[src/rtl/core/sts_pkg.sv]
// Shared types and constants for the script token scanner.
package sts_pkg;

    localparam int POS_BITS_DEFAULT      = 16;
    localparam int KEYWORD_BYTES_DEFAULT = 8;
    localparam int KEYWORD_COUNT         = 10;
    localparam int QUEUE_DEPTH           = 4;

    // Result kinds.
    localparam logic [1:0] RK_TOKEN = 2'd0;
    localparam logic [1:0] RK_ERROR = 2'd1;
    localparam logic [1:0] RK_END   = 2'd2;

    // Error codes.
    localparam logic [1:0] ERR_NONE     = 2'd0;
    localparam logic [1:0] ERR_BAD_CHAR = 2'd1;
    localparam logic [1:0] ERR_UNCLOSED = 2'd2;

    // Token types.
    localparam logic [5:0] TT_STRING   = 6'd0;
    localparam logic [5:0] TT_EQEQ     = 6'd1;
    localparam logic [5:0] TT_ASSIGN   = 6'd2;
    localparam logic [5:0] TT_SEMI     = 6'd3;
    localparam logic [5:0] TT_LBRACE   = 6'd4;
    localparam logic [5:0] TT_LPAREN   = 6'd5;
    localparam logic [5:0] TT_RPAREN   = 6'd6;
    localparam logic [5:0] TT_LBRACKET = 6'd7;
    localparam logic [5:0] TT_RBRACKET = 6'd8;
    localparam logic [5:0] TT_RBRACE   = 6'd9;
    localparam logic [5:0] TT_DOT      = 6'd10;
    localparam logic [5:0] TT_COMMA    = 6'd11;
    localparam logic [5:0] TT_PLUS     = 6'd12;
    localparam logic [5:0] TT_MINUS    = 6'd13;
    localparam logic [5:0] TT_STAR     = 6'd14;
    localparam logic [5:0] TT_SLASH    = 6'd15;
    localparam logic [5:0] TT_NE       = 6'd16;
    localparam logic [5:0] TT_NOT      = 6'd17;
    localparam logic [5:0] TT_ANDAND   = 6'd18;
    localparam logic [5:0] TT_OROR     = 6'd19;
    localparam logic [5:0] TT_LE       = 6'd20;
    localparam logic [5:0] TT_LT       = 6'd21;
    localparam logic [5:0] TT_GE       = 6'd22;
    localparam logic [5:0] TT_GT       = 6'd23;
    localparam logic [5:0] TT_DOLLAR   = 6'd24;
    localparam logic [5:0] TT_NUMBER   = 6'd25;
    localparam logic [5:0] TT_KEY0     = 6'd26;
    localparam logic [5:0] TT_NAME     = 6'd36;

    localparam logic [7:0] CH_QUOTE  = 8'h22;
    localparam logic [7:0] CH_DOLLAR = 8'h24;

    // Keywords written back to front so that byte 0 holds the first character.
    localparam logic [KEYWORD_COUNT-1:0][63:0] KW_TEXT = '{
        64'("kaerb"), 64'("elihw"), 64'("esle"), 64'("file"), 64'("fi"),
        64'("ssalc"), 64'("nruter"), 64'("noitcnuf"), 64'("yarra"), 64'("rav")
    };
    localparam logic [KEYWORD_COUNT-1:0][3:0] KW_LEN = '{
        4'd5, 4'd5, 4'd4, 4'd4, 4'd2, 4'd5, 4'd6, 4'd8, 4'd5, 4'd3
    };

    typedef struct packed {
        logic [1:0]  result_kind;
        logic [5:0]  token_type;
        logic [15:0] token_offset;
        logic [15:0] token_length;
        logic [15:0] line_number;
        logic [1:0]  error_code;
        logic        last_of_run;
    } res_t;

endpackage

[src/rtl/core/script_token_scanner.sv]
// Script token scanner: byte-at-a-time lexer with a small result queue.
//
//  Channel  | Handshake            | Payload
//  ---------+----------------------+-----------------------------------------------
//  src      | src_valid/src_stall  | kind, text_byte
//  res      | res_valid/res_stall  | result_kind, token_type, token_offset,
//           |                      | token_length, line_number, error_code, last_of_run
//
// Each accepted byte is scanned in the cycle it arrives.
// A byte yields up to three results, written at once into a four-entry result queue.
// The source side stalls while the queue holds two or more results, so one byte per
// cycle is sustained as long as results drain about as fast as they are made.
// Reset (rst_n low) clears the scanner state and empties the queue.
// A stall on the result side backs up into the queue and then onto the source side.
module script_token_scanner #(
    parameter int POS_BITS      = sts_pkg::POS_BITS_DEFAULT,
    parameter int KEYWORD_BYTES = sts_pkg::KEYWORD_BYTES_DEFAULT
) (
    input  logic        clk,
    input  logic        rst_n,
    input  logic        src_valid,
    output logic        src_stall,
    input  logic        kind,
    input  logic [7:0]  text_byte,
    output logic        res_valid,
    input  logic        res_stall,
    output logic [1:0]  result_kind,
    output logic [5:0]  token_type,
    output logic [15:0] token_offset,
    output logic [15:0] token_length,
    output logic [15:0] line_number,
    output logic [1:0]  error_code,
    output logic        last_of_run
);

    localparam int IDX_BITS = (KEYWORD_BYTES > 1) ? $clog2(KEYWORD_BYTES) : 1;
    localparam int QP_BITS  = $clog2(sts_pkg::QUEUE_DEPTH);
    localparam int QC_BITS  = QP_BITS + 1;

    typedef enum logic [14:0] {
        M_IDLE    = 15'b000000000000001,
        M_STRING  = 15'b000000000000010,
        M_COMMENT = 15'b000000000000100,
        M_SLASH   = 15'b000000000001000,
        M_EQ      = 15'b000000000010000,
        M_BANG    = 15'b000000000100000,
        M_LT      = 15'b000000001000000,
        M_GT      = 15'b000000010000000,
        M_AMP     = 15'b000000100000000,
        M_BAR     = 15'b000001000000000,
        M_INT     = 15'b000010000000000,
        M_INTDOT  = 15'b000100000000000,
        M_FRAC    = 15'b001000000000000,
        M_NAME    = 15'b010000000000000,
        M_HALT    = 15'b100000000000000
    } mode_t;

    typedef logic [KEYWORD_BYTES-1:0][7:0] prefix_t;

    mode_t               mode_reg, mode_next;
    logic [POS_BITS-1:0] pos_reg, pos_next;
    logic [15:0]         line_reg, line_next;
    logic [POS_BITS-1:0] tb_reg, tb_next;
    prefix_t             prefix_reg, prefix_next;

    sts_pkg::res_t       queue_reg [sts_pkg::QUEUE_DEPTH];
    logic [QP_BITS-1:0]  wr_ptr_reg, rd_ptr_reg;
    logic [QC_BITS-1:0]  count_reg, count_next;

    sts_pkg::res_t       res [3];
    logic [1:0]          res_cnt;
    logic                accept, pop;
    logic [7:0]          c;
    logic [POS_BITS-1:0] len, len_m1, pos_m1;
    logic                redo, is_dig, is_alp;
    logic [5:0]          name_tt;

    function automatic sts_pkg::res_t mk(input logic [1:0] rk, input logic [5:0] tt,
                                         input logic [15:0] off, input logic [15:0] ln,
                                         input logic [1:0] ec, input logic [15:0] line);
        sts_pkg::res_t r;
        r.result_kind  = rk;
        r.token_type   = tt;
        r.token_offset = off;
        r.token_length = ln;
        r.line_number  = line;
        r.error_code   = ec;
        r.last_of_run  = 1'b0;
        return r;
    endfunction

    assign src_stall = count_reg > QC_BITS'(1);
    assign accept    = src_valid && !src_stall;
    assign res_valid = count_reg != '0;
    assign pop       = res_valid && !res_stall;

    assign c      = kind ? 8'h00 : text_byte;
    assign len    = (pos_reg > tb_reg) ? pos_reg - tb_reg : '0;
    assign len_m1 = (len != '0) ? len - POS_BITS'(1) : '0;
    assign pos_m1 = (pos_reg != '0) ? pos_reg - POS_BITS'(1) : '0;
    assign is_dig = (c >= "0") && (c <= "9");
    assign is_alp = ((c >= "a") && (c <= "z")) || ((c >= "A") && (c <= "Z")) || (c == "_");

    // Keyword lookup: bytes past the name length are zero, as are the
    // keyword table's, so a full compare plus a length check suffices.
    always_comb
    begin
        name_tt = sts_pkg::TT_NAME;
        if (len <= POS_BITS'(KEYWORD_BYTES))
        begin
            for (int k = 0; k < sts_pkg::KEYWORD_COUNT; k++)
            begin
                if (len == POS_BITS'(sts_pkg::KW_LEN[k]) &&
                    prefix_reg == prefix_t'(sts_pkg::KW_TEXT[k]))
                begin
                    name_tt = sts_pkg::TT_KEY0 + 6'(k);
                end
            end
        end
    end

    // One scanning step: the pending mode first, then, if the byte was not
    // consumed, the idle handling of the same byte.
    always_comb
    begin
        mode_next   = mode_reg;
        pos_next    = pos_reg;
        line_next   = line_reg;
        tb_next     = tb_reg;
        prefix_next = prefix_reg;
        redo        = 1'b0;
        res_cnt     = 2'd0;
        for (int i = 0; i < 3; i++)
        begin
            res[i] = '0;
        end

        unique case (mode_reg)
            M_STRING:
            begin
                if (c == 8'h00)
                begin
                    res[res_cnt] = mk(sts_pkg::RK_ERROR, 6'd0, 16'(tb_reg), 16'd0,
                                      sts_pkg::ERR_UNCLOSED, line_reg);
                    res_cnt = res_cnt + 2'd1;
                    mode_next = M_HALT;
                end
                else if (c == sts_pkg::CH_QUOTE)
                begin
                    res[res_cnt] = mk(sts_pkg::RK_TOKEN, sts_pkg::TT_STRING,
                                      16'(tb_reg) + 16'd1, 16'(len_m1),
                                      sts_pkg::ERR_NONE, line_reg);
                    res_cnt = res_cnt + 2'd1;
                    mode_next = M_IDLE;
                end
                else if (c == "\n" && line_reg != 16'hFFFF)
                begin
                    line_next = line_reg + 16'd1;
                end
            end
            M_COMMENT:
            begin
                if (c == 8'h00 || c == "\n")
                begin
                    mode_next = M_IDLE;
                    redo = 1'b1;
                end
            end
            M_SLASH:
            begin
                if (c == "/")
                begin
                    mode_next = M_COMMENT;
                end
                else
                begin
                    res[res_cnt] = mk(sts_pkg::RK_TOKEN, sts_pkg::TT_SLASH, 16'(tb_reg),
                                      16'd1, sts_pkg::ERR_NONE, line_reg);
                    res_cnt = res_cnt + 2'd1;
                    mode_next = M_IDLE;
                    redo = 1'b1;
                end
            end
            M_EQ, M_BANG, M_LT, M_GT:
            begin
                mode_next = M_IDLE;
                if (c == "=")
                begin
                    res[res_cnt] = mk(sts_pkg::RK_TOKEN,
                                      (mode_reg == M_EQ)   ? sts_pkg::TT_EQEQ :
                                      (mode_reg == M_BANG) ? sts_pkg::TT_NE :
                                      (mode_reg == M_LT)   ? sts_pkg::TT_LE : sts_pkg::TT_GE,
                                      16'(tb_reg), 16'd2, sts_pkg::ERR_NONE, line_reg);
                    res_cnt = res_cnt + 2'd1;
                end
                else
                begin
                    res[res_cnt] = mk(sts_pkg::RK_TOKEN,
                                      (mode_reg == M_EQ)   ? sts_pkg::TT_ASSIGN :
                                      (mode_reg == M_BANG) ? sts_pkg::TT_NOT :
                                      (mode_reg == M_LT)   ? sts_pkg::TT_LT : sts_pkg::TT_GT,
                                      16'(tb_reg), 16'd1, sts_pkg::ERR_NONE, line_reg);
                    res_cnt = res_cnt + 2'd1;
                    redo = 1'b1;
                end
            end
            M_AMP, M_BAR:
            begin
                if ((mode_reg == M_AMP && c == "&") || (mode_reg == M_BAR && c == "|"))
                begin
                    res[res_cnt] = mk(sts_pkg::RK_TOKEN,
                                      (mode_reg == M_AMP) ? sts_pkg::TT_ANDAND
                                                          : sts_pkg::TT_OROR,
                                      16'(tb_reg), 16'd2, sts_pkg::ERR_NONE, line_reg);
                    res_cnt = res_cnt + 2'd1;
                    mode_next = M_IDLE;
                end
                else
                begin
                    res[res_cnt] = mk(sts_pkg::RK_ERROR, 6'd0, 16'(tb_reg), 16'd0,
                                      sts_pkg::ERR_BAD_CHAR, line_reg);
                    res_cnt = res_cnt + 2'd1;
                    mode_next = M_HALT;
                end
            end
            M_INT, M_FRAC:
            begin
                if (mode_reg == M_INT && c == ".")
                begin
                    mode_next = M_INTDOT;
                end
                else if (!is_dig)
                begin
                    res[res_cnt] = mk(sts_pkg::RK_TOKEN, sts_pkg::TT_NUMBER, 16'(tb_reg),
                                      16'(len), sts_pkg::ERR_NONE, line_reg);
                    res_cnt = res_cnt + 2'd1;
                    mode_next = M_IDLE;
                    redo = 1'b1;
                end
            end
            M_INTDOT:
            begin
                if (is_dig)
                begin
                    mode_next = M_FRAC;
                end
                else
                begin
                    // The dot was not a decimal point: number, then attribute dot.
                    res[0] = mk(sts_pkg::RK_TOKEN, sts_pkg::TT_NUMBER, 16'(tb_reg),
                                16'(len_m1), sts_pkg::ERR_NONE, line_reg);
                    res[1] = mk(sts_pkg::RK_TOKEN, sts_pkg::TT_DOT, 16'(pos_m1), 16'd1,
                                sts_pkg::ERR_NONE, line_reg);
                    res_cnt = 2'd2;
                    mode_next = M_IDLE;
                    redo = 1'b1;
                end
            end
            M_NAME:
            begin
                if (is_alp || is_dig)
                begin
                    if (len < POS_BITS'(KEYWORD_BYTES))
                    begin
                        prefix_next[len[IDX_BITS-1:0]] = c;
                    end
                end
                else
                begin
                    res[res_cnt] = mk(sts_pkg::RK_TOKEN, name_tt, 16'(tb_reg), 16'(len),
                                      sts_pkg::ERR_NONE, line_reg);
                    res_cnt = res_cnt + 2'd1;
                    mode_next = M_IDLE;
                    redo = 1'b1;
                end
            end
            M_HALT:
            begin
                mode_next = M_HALT;
            end
            default:
            begin
                mode_next = M_IDLE;
                redo = 1'b1;
            end
        endcase

        if (redo)
        begin
            priority if (c == 8'h00)
            begin
                res[res_cnt] = mk(sts_pkg::RK_END, 6'd0, 16'(pos_reg), 16'd0,
                                  sts_pkg::ERR_NONE, line_reg);
                res_cnt = res_cnt + 2'd1;
                mode_next   = M_IDLE;
                pos_next    = '0;
                line_next   = 16'd0;
                tb_next     = '0;
                prefix_next = '0;
            end
            else if (c == " " || c == "\t")
            begin
                mode_next = M_IDLE;
            end
            else if (c == "\n")
            begin
                if (line_reg != 16'hFFFF)
                begin
                    line_next = line_reg + 16'd1;
                end
            end
            else if (c == sts_pkg::CH_QUOTE || c == "/" || c == "=" || c == "!" ||
                     c == "<" || c == ">" || c == "&" || c == "|" || is_dig)
            begin
                tb_next = pos_reg;
                priority if (c == sts_pkg::CH_QUOTE) mode_next = M_STRING;
                else if (c == "/") mode_next = M_SLASH;
                else if (c == "=") mode_next = M_EQ;
                else if (c == "!") mode_next = M_BANG;
                else if (c == "<") mode_next = M_LT;
                else if (c == ">") mode_next = M_GT;
                else if (c == "&") mode_next = M_AMP;
                else if (c == "|") mode_next = M_BAR;
                else mode_next = M_INT;
            end
            else if (is_alp)
            begin
                tb_next     = pos_reg;
                mode_next   = M_NAME;
                prefix_next = '0;
                prefix_next[0] = c;
            end
            else if (c == ";" || c == "{" || c == "(" || c == ")" || c == "[" ||
                     c == "]" || c == "}" || c == "." || c == "," || c == "+" ||
                     c == "-" || c == "*" || c == sts_pkg::CH_DOLLAR)
            begin
                res[res_cnt] = mk(sts_pkg::RK_TOKEN,
                                  (c == ";") ? sts_pkg::TT_SEMI :
                                  (c == "{") ? sts_pkg::TT_LBRACE :
                                  (c == "(") ? sts_pkg::TT_LPAREN :
                                  (c == ")") ? sts_pkg::TT_RPAREN :
                                  (c == "[") ? sts_pkg::TT_LBRACKET :
                                  (c == "]") ? sts_pkg::TT_RBRACKET :
                                  (c == "}") ? sts_pkg::TT_RBRACE :
                                  (c == ".") ? sts_pkg::TT_DOT :
                                  (c == ",") ? sts_pkg::TT_COMMA :
                                  (c == "+") ? sts_pkg::TT_PLUS :
                                  (c == "-") ? sts_pkg::TT_MINUS :
                                  (c == "*") ? sts_pkg::TT_STAR : sts_pkg::TT_DOLLAR,
                                  16'(pos_reg), 16'd1, sts_pkg::ERR_NONE, line_reg);
                res_cnt = res_cnt + 2'd1;
            end
            else
            begin
                res[res_cnt] = mk(sts_pkg::RK_ERROR, 6'd0, 16'(pos_reg), 16'd0,
                                  sts_pkg::ERR_BAD_CHAR, line_reg);
                res_cnt = res_cnt + 2'd1;
                mode_next = M_HALT;
            end
        end

        if (c != 8'h00 && mode_next != M_HALT && mode_reg != M_HALT && pos_reg != '1)
        begin
            pos_next = pos_reg + POS_BITS'(1);
        end

        for (int i = 0; i < 3; i++)
        begin
            res[i].last_of_run = (2'(i) + 2'd1 == res_cnt);
        end
    end

    always_comb
    begin
        count_next = count_reg;
        if (accept)
        begin
            count_next = count_next + QC_BITS'(res_cnt);
        end
        if (pop)
        begin
            count_next = count_next - QC_BITS'(1);
        end
    end

    always_ff @(posedge clk or negedge rst_n)
    begin
        if (!rst_n)
        begin
            mode_reg   <= M_IDLE;
            pos_reg    <= '0;
            line_reg   <= 16'd0;
            tb_reg     <= '0;
            prefix_reg <= '0;
            wr_ptr_reg <= '0;
            rd_ptr_reg <= '0;
            count_reg  <= '0;
        end
        else
        begin
            if (accept)
            begin
                mode_reg   <= mode_next;
                pos_reg    <= pos_next;
                line_reg   <= line_next;
                tb_reg     <= tb_next;
                prefix_reg <= prefix_next;
                wr_ptr_reg <= wr_ptr_reg + QP_BITS'(res_cnt);
            end
            if (pop)
            begin
                rd_ptr_reg <= rd_ptr_reg + QP_BITS'(1);
            end
            count_reg <= count_next;
        end
    end

    always_ff @(posedge clk)
    begin
        if (accept)
        begin
            for (int i = 0; i < 3; i++)
            begin
                if (2'(i) < res_cnt)
                begin
                    queue_reg[wr_ptr_reg + QP_BITS'(i)] <= res[i];
                end
            end
        end
    end

    assign result_kind  = queue_reg[rd_ptr_reg].result_kind;
    assign token_type   = queue_reg[rd_ptr_reg].token_type;
    assign token_offset = queue_reg[rd_ptr_reg].token_offset;
    assign token_length = queue_reg[rd_ptr_reg].token_length;
    assign line_number  = queue_reg[rd_ptr_reg].line_number;
    assign error_code   = queue_reg[rd_ptr_reg].error_code;
    assign last_of_run  = queue_reg[rd_ptr_reg].last_of_run;

`ifndef SYNTHESIS
    a_queue_bound: assert property (@(posedge clk) disable iff (!rst_n)
        count_reg <= QC_BITS'(sts_pkg::QUEUE_DEPTH))
        else $error("result queue overflow");

    a_halt_silent: assert property (@(posedge clk) disable iff (!rst_n)
        (accept && mode_reg == M_HALT) |=> count_reg <= $past(count_reg))
        else $error("results produced after halt");

    a_end_restarts: assert property (@(posedge clk) disable iff (!rst_n)
        (accept && kind && mode_reg != M_HALT) |=>
        ((mode_reg == M_IDLE && pos_reg == '0) || mode_reg == M_HALT))
        else $error("end of text did not restart the scanner");

    a_pos_monotone: assert property (@(posedge clk) disable iff (!rst_n)
        (accept && !kind && text_byte != 8'h00) |=>
        (pos_reg >= $past(pos_reg)))
        else $error("byte position moved backward");
`endif

endmodule

[config.mk]
export PLATFORM = sky130hd
export DESIGN_NAME = script_token_scanner
export DESIGN_NICKNAME = d
export VERILOG_FILES = /design/src/rtl/core/sts_pkg.sv /design/src/rtl/core/script_token_scanner.sv
export SDC_FILE = /design/constraint.sdc
export NUM_CORES = 1
export LEC_CHECK = 0
export ABC_AREA = 1
export BUFFER_PORTS_ARGS = -buffer_cell sky130_fd_sc_hd__buf_4
export CAP_MARGIN = 15
export CORE_MARGIN = 3
export CORE_UTILIZATION = 42
export DETAILED_ROUTE_END_ITERATION = 7
export SLEW_MARGIN = 20
export SYNTH_ARGS = -nofsm -noshare
export SYNTH_HDL_FRONTEND = slang
export SYNTH_SLANG_ARGS = --single-unit
[constraint.sdc]
create_clock -name clk -period 11.67 [get_ports clk]
set_clock_uncertainty 0.1 [all_clocks]
set_input_delay 0.5835 -clock clk [delete_from_list [all_inputs] [get_ports clk]]
set_output_delay 0.5835 -clock clk [all_outputs]
set_load 0.02 [all_outputs]
-- Yosys cells after proc, flatten, opt, wreduce, memory -nomap -nowiden
Memories as Yosys holds them, arrays and structs flattened.
Cells that the tools add are included.
- register bits after elaboration: 134
- RAM bits: 236
- bits of input ports: 13
- output and inout bits: 61
- logic and storage cells: 321
- memories kept: 1
- memory list (name ; depth ; bits a word ; rd ports ; clocked after Yosys merged registers in ; write ports ; line ; RTL):
    queue_reg ; 4 ; 59 ; 1 ; 0 ; 3 ; script_token_scanner.sv:66 ; sts_pkg::res_t queue_reg [sts_pkg::QUEUE_DEPTH];
- add/subtract/negate cells: 13
- $lt $le $gt $ge: 17
- eq/ne operators: 64
- mux-type cells: 143
- bitwise logic cells: 1
- reductions and logical operators: 67
- operators with widths (kind ; count):
    2-to-1 mux 177 bit ; 7
    2-to-1 mux 64 bit ; 9
    bitwise mux 177 bit ; 3
    case mux 59 bit (7 select lines) ; 1
    2-to-1 mux 16 bit ; 20
    == test 64 x 39 -> 1 bit, second input constant ; 4
    2-to-1 mux 15 bit ; 14
    2-to-1 mux 56 bit ; 3
    == test 8 x 6 -> 1 bit, second input constant ; 17
    == test 64 x 31 -> 1 bit, second input constant ; 2
    case mux 15 bit (8 select lines) ; 1
    demux 59 bit (select 2 bit) ; 1
    2-to-1 mux 59 bit ; 2
    2-to-1 mux 58 bit ; 2
    2-to-1 mux 115 bit ; 1
    2-to-1 mux 11 bit ; 8
    2-to-1 mux 5 bit ; 14
    2-to-1 mux 6 bit ; 11
    bitwise mux 64 bit ; 1
    == test 64 x 15 -> 1 bit, second input constant ; 1
    == test 64 x 23 -> 1 bit, second input constant ; 1
    == test 64 x 47 -> 1 bit, second input constant ; 1
    == test 64 x 63 -> 1 bit, second input constant ; 1
    2-to-1 mux 57 bit ; 1
    other kinds (70) ; 179

-- Longest topological paths before layout
Gate-level depths: netlist of run 1.
- depth after elaboration: 27
- mapped depth: 32

-- Worst setup path after synthesis of run 1
OpenSTA, ideal clock, no wires.
- kind: input port to flip-flop
- start: input port kind
- end: memory queue_reg[0][0] in the netlist's numbering, enable pin
- setup time: 0.564 ns
- data arrival time: 7.008 ns
- data required time: 11.006 ns
- setup slack: 3.999 ns
- stages: 16
- path buffers: 1
- path through: buf_6 > inv_4 > nand2_1 > nor2_2 > nand2_1 > a31oi_1 > nand2_2 > nand3_1 > nand2_1 > nor2_2 > ha_1 > nand3_4 > nand2_2 > inv_2 > o21ai_0 > o31ai_1
- RTL lines (item ; line ; RTL):
    start, declared ; script_token_scanner.sv:23 ; input logic kind,
    end, declared ; script_token_scanner.sv:66 ;

==> results of run 1 <==
-- path summary, 6_finish.rpt --
check,startpoint,slack [ns],cells past startpoint,end
min in group asynchronous,rst_n,0.50,2,count_reg[1]$_DFF_PN0_
max in group asynchronous,rst_n,9.56,3,prefix_reg[24]$_DFFE_PN0P_
hold / removal,src_valid,0.23,3,count_reg[1]$_DFF_PN0_
setup reg to reg,mode_reg[6]$_DFFE_PN0P_,5.24,15,queue_reg[1][32]$_SDFFCE_PP0P_
hold reg to reg,prefix_reg[39]$_DFFE_PN0P_,0.41,2,prefix_reg[39]$_DFFE_PN0P_
setup / recovery,kind,5.07,17,queue_reg[1][32]$_SDFFCE_PP0P_
-- worst max-delay path: stages --
cell and delay, ns:
buf_4 0.16, nor2_2 0.32, inv_2 0.11, nand2_1 0.13, nor2_1 0.07, nand2_1 0.55, inv_2 0.30, nor2_1 0.24
nor2_1 0.07, nor2_1 0.13, nand2_2 0.35, nand2_4 0.36, xor2_2 0.55, nand2_2 0.69, nand2_1 0.98, o21bai_4 0.30
buf_4 0.73
-- area by class of cell --
| cell class | instances | area, µm² | area share, % |
|---|---|---|---|
| clock buffer | 54 | 1160 | 4.13 |
| timing repair buffer | 101 | 772 | 2.75 |
| sequential | 370 | 10400 | 37.3 |
| clock inverter | 26 | 348 | 1.24 |
| tap | 773 | 967 | 3.45 |
| multi-input combinational | 2627 | 12800 | 45.8 |
| inverter | 399 | 1510 | 5.38 |
-- kinds of logic (layout without fill, tap and decap cells) --
logic type,count (synthesis),count (layout),share of synthesized area (%)
multiplexers,1,1,0.0391
AND/OR/NAND/NOR,1756,1756,29.1
AO/OA/AOI/OAI,791,791,17.6
buffers and inverters,570,580,9.14
XOR/XNOR,46,46,1.60
adder cells (fa/ha/maj),33,33,1.67
flip-flops,370,370,40.8
-- routing by layer --
metal / GRT usage (%) / up-vias
met1: 41.0 / 11871
met3: 5.07 / 151
li1: - / 12022
met2: 42.8 / 1099
met5: 0 / -
met4: 8.21 / 0
-- stage by stage --
step | hold WS (ns) | total power [W] | cells | utilization, %
final | 0.228 | 0.00793 | 4350 | 47.1
after global routing | 0.237 | 0.00851 | 4350 | 47.1
after CTS | 0.202 | 0.00790 | 4349 | 47.0
after detailed placement | 0.399 | 0.00642 | 4268 | 44.5
after global placement | 0.391 | 0.00641 | 4268 | 44.5
after floorplan | 0.188 | 0.00504 | 3567 | -
-- report_power, final --
group / internal [W] / switching, W / total [W]
Clock: 0.000868 / 0.000596 / 0.00146
Sequential: 0.00179 / 0.000283 / 0.00207
Combinational: 0.00129 / 0.00311 / 0.00439
-- repair_timing --
item	CTS	global route
endpoints found under the hold margin	72	0
setup buffers	0	0
resized for setup	0	0
hold buffers	1	0
-- cells in the final DEF, fill, tap and decap left out, types with 14 or more instances in the layout --
cell type | Yosys | final
nand2_1 | 761 | 761
nor2_1 | 597 | 596
inv_1 | 361 | 360
o21ai_0 | 307 | 304
edfxtp_1 | 236 | 236
nand3_1 | 172 | 172
o22ai_1 | 169 | 169
a21oi_1 | 148 | 148
dfrtp_1 | 133 | 131
buf_4 | 19 | 98
nor3_1 | 68 | 68
o211ai_1 | 64 | 64
nand4_1 | 61 | 61
clkbuf_16 | 0 | 43
o21ai_1 | 40 | 41
xor2_1 | 39 | 39
nor4_1 | 31 | 31
ha_1 | 31 | 31
inv_2 | 30 | 30
a31oi_1 | 21 | 21
nor2_2 | 13 | 14
==> impl_metrics.json, run 1 <==
{
  "via_per_inst": 5.78,
  "place_congestion": 0.973,
  "async_flop_share_pct": 36.2,
  "ant_nets": 0,
  "die_y_um": 253,
  "syn_inst": 3567,
  "wl_per_cell_um": 20.9,
  "rsz0062_at_grt": "no",
  "yosys-top-cells-count": "nand2_1, nor2_1, inv_1, o21ai_0, edfxtp_1",
  "place_ws_ns": 4.65,
  "ys_seq_area_share_pct": 40.8,
  "worstSetupEndpointType": "flop",
  "fp.coreArea_mm2": 0.0596,
  "layout_setup_ws_ns": 5.07,
  "drt_iter0_drc": 2680,
  "grt_max_degree": 74,
  "top_layer_used": "met4",
  "required_ns": 11.78,
  "largest_reg_flops": 236,
  "die_area_mm2": 0.0639,
  "max_freq_ghz": 0.152,
  "hp-class": "primary input to flop",
  "dr_wl_met2_um": 40200,
  "place_area_mm2": 0.0265,
  "dr.pass1.iters": 6,
  "max-vdd-ir-drop_uv": 148,
  "grt_pass1_vias": 22824,
  "worstMarginPinSlew_ns": 1.18,
  "final_max_slew_viol_count": 0,
  "hold_viol_final": 0,
  "drv_cap": 0,
  "mappedNetlistArea_mm2": 0.0256,
  "clk_pin_slew_ns": 0.06,
  "cts_tree": "yes",
  "synth_warnings": 0,
  "ys.flop_type": "edfxtp_1",
  "synth_edf_count": 236,
  "layout-drive-gt1-share_pct": 7.52,
  "cts_made_buffers": 43,
  "wl_met1_um": 40800,
  "power.leakage_nw": 12.1,
  "final_area_mm2": 0.0280,
  "grt_util_all_layers_pct": 28.2,
  "dieWidth_um": 253,
  "slew_headroom_pct": 21.1,
  "fill_cells": 6053,
  "htreeDepth": 2,
  "worst_ep_arrival_time_ns": 6.71,
  "cts.path.max_buffers": 3,
  "setup_viol": 0,
  "yosysTopAreaCell": "edfxtp_1",
  "ys_ff_latch": 370,
  "power.density_mw_per_mm2": 283,
  "overflow": 0,
  "dr_wl_met3_um": 7640,
  "critPathMaxFanout": 57,
  "synth.distinct_cells": 66,
  "dp_hpwl_um": 64200,
  "wl_um": 91100,
  "synth.top_cell.area_share_pct": 27.7,
  "antenna_found_initial": 0,
  "clock_sink_count": 370,
  "io_buffers": 73,
  "fin_crit_sh_pct": 56.5,
  "root_buffer": "clkbuf_16",
  "yosysMostFrequentCell": "nand2_1",
  "period_minus_slack_ns": 6.60,
  "setup.worst_path.class": "primary input to flop",
  "syn_avg_cell_area_um2": 7.17,
  "start_util_pct": 42.9,
  "start_kind": "primary input",
  "grt_pass1_wl_um": 140000,
  "area_delta_synth_final_pct": 9.65,
  "ios": 74,
  "setup_tns_ns": 0,
  "synth.area.top_cells": "edfxtp_1, dfrtp_1, nand2_1",
  "worstSkewPairLatency_ns": 0.61,
  "n_antenna_cell": 0,
  "synth_nets": 3613,
  "final_nets": 3588,
  "route.vias.total": 25143,
  "status": "finished clean",
  "rows": 89,
  "drc": 0
}
Power figures use the tool's default switching activity.
==> run 2, diff against run 1 <==
==> constraint.sdc (replaced) <==
create_clock -name clk -period 5.8 [get_ports clk]
set_clock_uncertainty 0.1 [all_clocks]
set_input_delay 0.29 -clock clk [delete_from_list [all_inputs] [get_ports clk]]
set_output_delay 0.29 -clock clk [all_outputs]
set_load 0.02 [all_outputs]
==> run 2 against run 1 <==
Cell area is 1.2% higher. Core utilization increased by 0.56 points. Total power rose by 100%. First-iteration DRC count rose by 9.5%. Global-route usage up 0.32 points. Critical path type is now flop to flop. Largest power group unchanged.
==> impl_metrics.json, run 2 (synthesized netlist as in run 1, its figures left out) <==
{
  "dr.pass1.iters": 8,
  "timing.hold.ws_ns": 0.0371,
  "fin_crit_sh_pct": 88.1,
  "worstSkewPairLatency_ns": 0.61,
  "max_freq_ghz": 0.196,
  "n_antenna_cell": 0,
  "period_minus_slack_ns": 5.11,
  "drv_cap": 0,
  "route.vias.total": 25658,
  "power.leakage_nw": 12.3,
  "drc": 0,
  "setup_viol": 0,
  "cts.path.max_buffers": 3,
  "critPathMaxFanout": 18,
  "power.density_mw_per_mm2": 562,
  "via_per_inst": 5.84,
  "grt_pass1_vias": 23351,
  "dp_hpwl_um": 63400,
  "setup.worst_path.class": "flop to flop",
  "overflow": 0,
  "status": "finished clean",
  "max-vdd-ir-drop_uv": 291,
  "grt_pass1_wl_um": 142000,
  "hold_viol_final": 0,
  "layout-drive-gt1-share_pct": 8.44,
  "clock_sink_count": 370,
  "start_util_pct": 42.9,
  "die_area_mm2": 0.0639,
  "area_delta_synth_final_pct": 11.0,
  "required_ns": 6.02,
  "ant_nets": 0,
  "ios": 74,
  "root_buffer": "clkbuf_16",
  "fp.coreArea_mm2": 0.0596,
  "start_kind": "flop",
  "dieWidth_um": 253,
  "layout_common_cells": "nand2_1, nor2_1, inv_1",
  "place_congestion": 0.951,
  "worst_ep_arrival_time_ns": 5.33,
  "multi_input_area_mm2": 0.0128,
  "fill_cells": 5984,
  "fin_util_pct": 47.6,
  "grt_util_all_layers_pct": 28.5,
  "io_buffers": 73,
  "slew_headroom_pct": 20.6,
  "hp-class": "primary input to flop",
  "mostFrequentLayoutCell": "nand2_1",
  "worstMarginPinSlew_ns": 1.18,
  "worstSetupEndpointType": "flop",
  "wl_per_cell_um": 21.1,
  "seq_area_mm2": 0.0104,
  "wl_um": 92800,
  "rsz0062_at_grt": "no",
  "die_y_um": 253,
  "grt_max_degree": 82,
  "htreeDepth": 2,
  "rows": 89,
  "cts_tree": "yes",
  "cts_made_buffers": 46,
  "antenna_found_initial": 0,
  "clk_pin_slew_ns": 0.06,
  "drt_iter0_drc": 2934,
  "largest_reg_flops": 236,
  "final_nets": 3636,
  "final_max_slew_viol_count": 0
}
[run 2: layout make-up]
| class | instances | share of cell area [%] |
|---|---|---|
| flip-flops and latches | 370 | 36.8 |
| clock buffers | 58 | 4.29 |
| repair buffers | 146 | 4.10 |
| well taps | 773 | 3.41 |
| inverters | 399 | 5.31 |
| multi-input cells | 2627 | 45.3 |
| clock inverters | 24 | 0.803 |
[run 2: final timing paths]
check | startpoint | endpoint | slack, ns | depth (start not counted)
min in group asynchronous | rst_n | count_reg[2]$_DFF_PN0_ | 0.24 | 2
max in group asynchronous | rst_n | prefix_reg[36]$_DFFE_PN0P_ | 4.01 | 3
hold / removal | text_byte[1] | mode_reg[5]$_DFFE_PN0P_ | 0.04 | 4
setup reg to reg | pos_reg[0]$_DFFE_PN0P_ | queue_reg[0][22]$_SDFFCE_PP0P_ | 0.69 | 20
setup / recovery | pos_reg[0]$_DFFE_PN0P_ | queue_reg[0][22]$_SDFFCE_PP0P_ | 0.69 | 20
hold reg to reg | prefix_reg[63]$_DFFE_PN0P_ | prefix_reg[63]$_DFFE_PN0P_ | 0.41 | 2
[run 2: through the flow]
step | cells | total power [W] | TNS [ns] | cell area [µm²] | setup slack, ns
6_report | 4397 | 0.0160 | 0 | 28400 | 0.691
5_1_grt | 4397 | 0.0171 | 0 | 28400 | 0.162
4_1_cts | 4397 | 0.0158 | 0 | 28400 | 0.642
3_5_place_dp | 4310 | 0.0130 | 0 | 26900 | 0.668
3_3_place_gp | 4310 | 0.0130 | 0 | 26900 | 0.731
2_1_floorplan | 3567 | 0.0101 | -170.81 | 25600 | -1.45
[run 2: critical path, cell delays in order (launching register included)]
cell and delay [ns]:
dfrtp_1 0.40, clkinv_1 0.32, ha_1 0.35, fa_1 0.36
inv_1 0.10, nand2_1 0.07, nand2_1 0.11, and2_1 0.17
xor2_1 0.12, o21ai_0 0.32, nand2_1 0.29, nor2_1 0.24
inv_1 0.08, nor2_2 0.34, nand3_1 0.15, nand2_1 0.50
inv_1 0.23, o21ai_0 0.13, o21ai_0 0.19, nand2_1 0.20
nor2_1 0.07
[run 2: power breakdown]
group / switching (W) / internal [W] / leakage, nW
combinational: 0.00629 / 0.00268 / 7.67
sequential: 0.000568 / 0.00360 / 3.93
clock: 0.00119 / 0.00162 / 0.698
[run 2: per-layer routing]
metal | track usage, % | part of all wire (%) | up-vias
met5 | 0 | 0 | -
li1 | - | - | 12112
met1 | 41.3 | 43 | 11989
met2 | 43.3 | 44 | 1388
met3 | 5.94 | 11 | 169
met4 | 7.56 | 2.5 | 0
[run 2: what timing repair did]
action / in CTS / in global routing
buffers inserted: 0 / 0
hold buffers: 5 / 0
hold endpoints to repair: 84 / 0
endpoints found under the setup margin: 0 / 10
gates resized for setup: 0 / 1
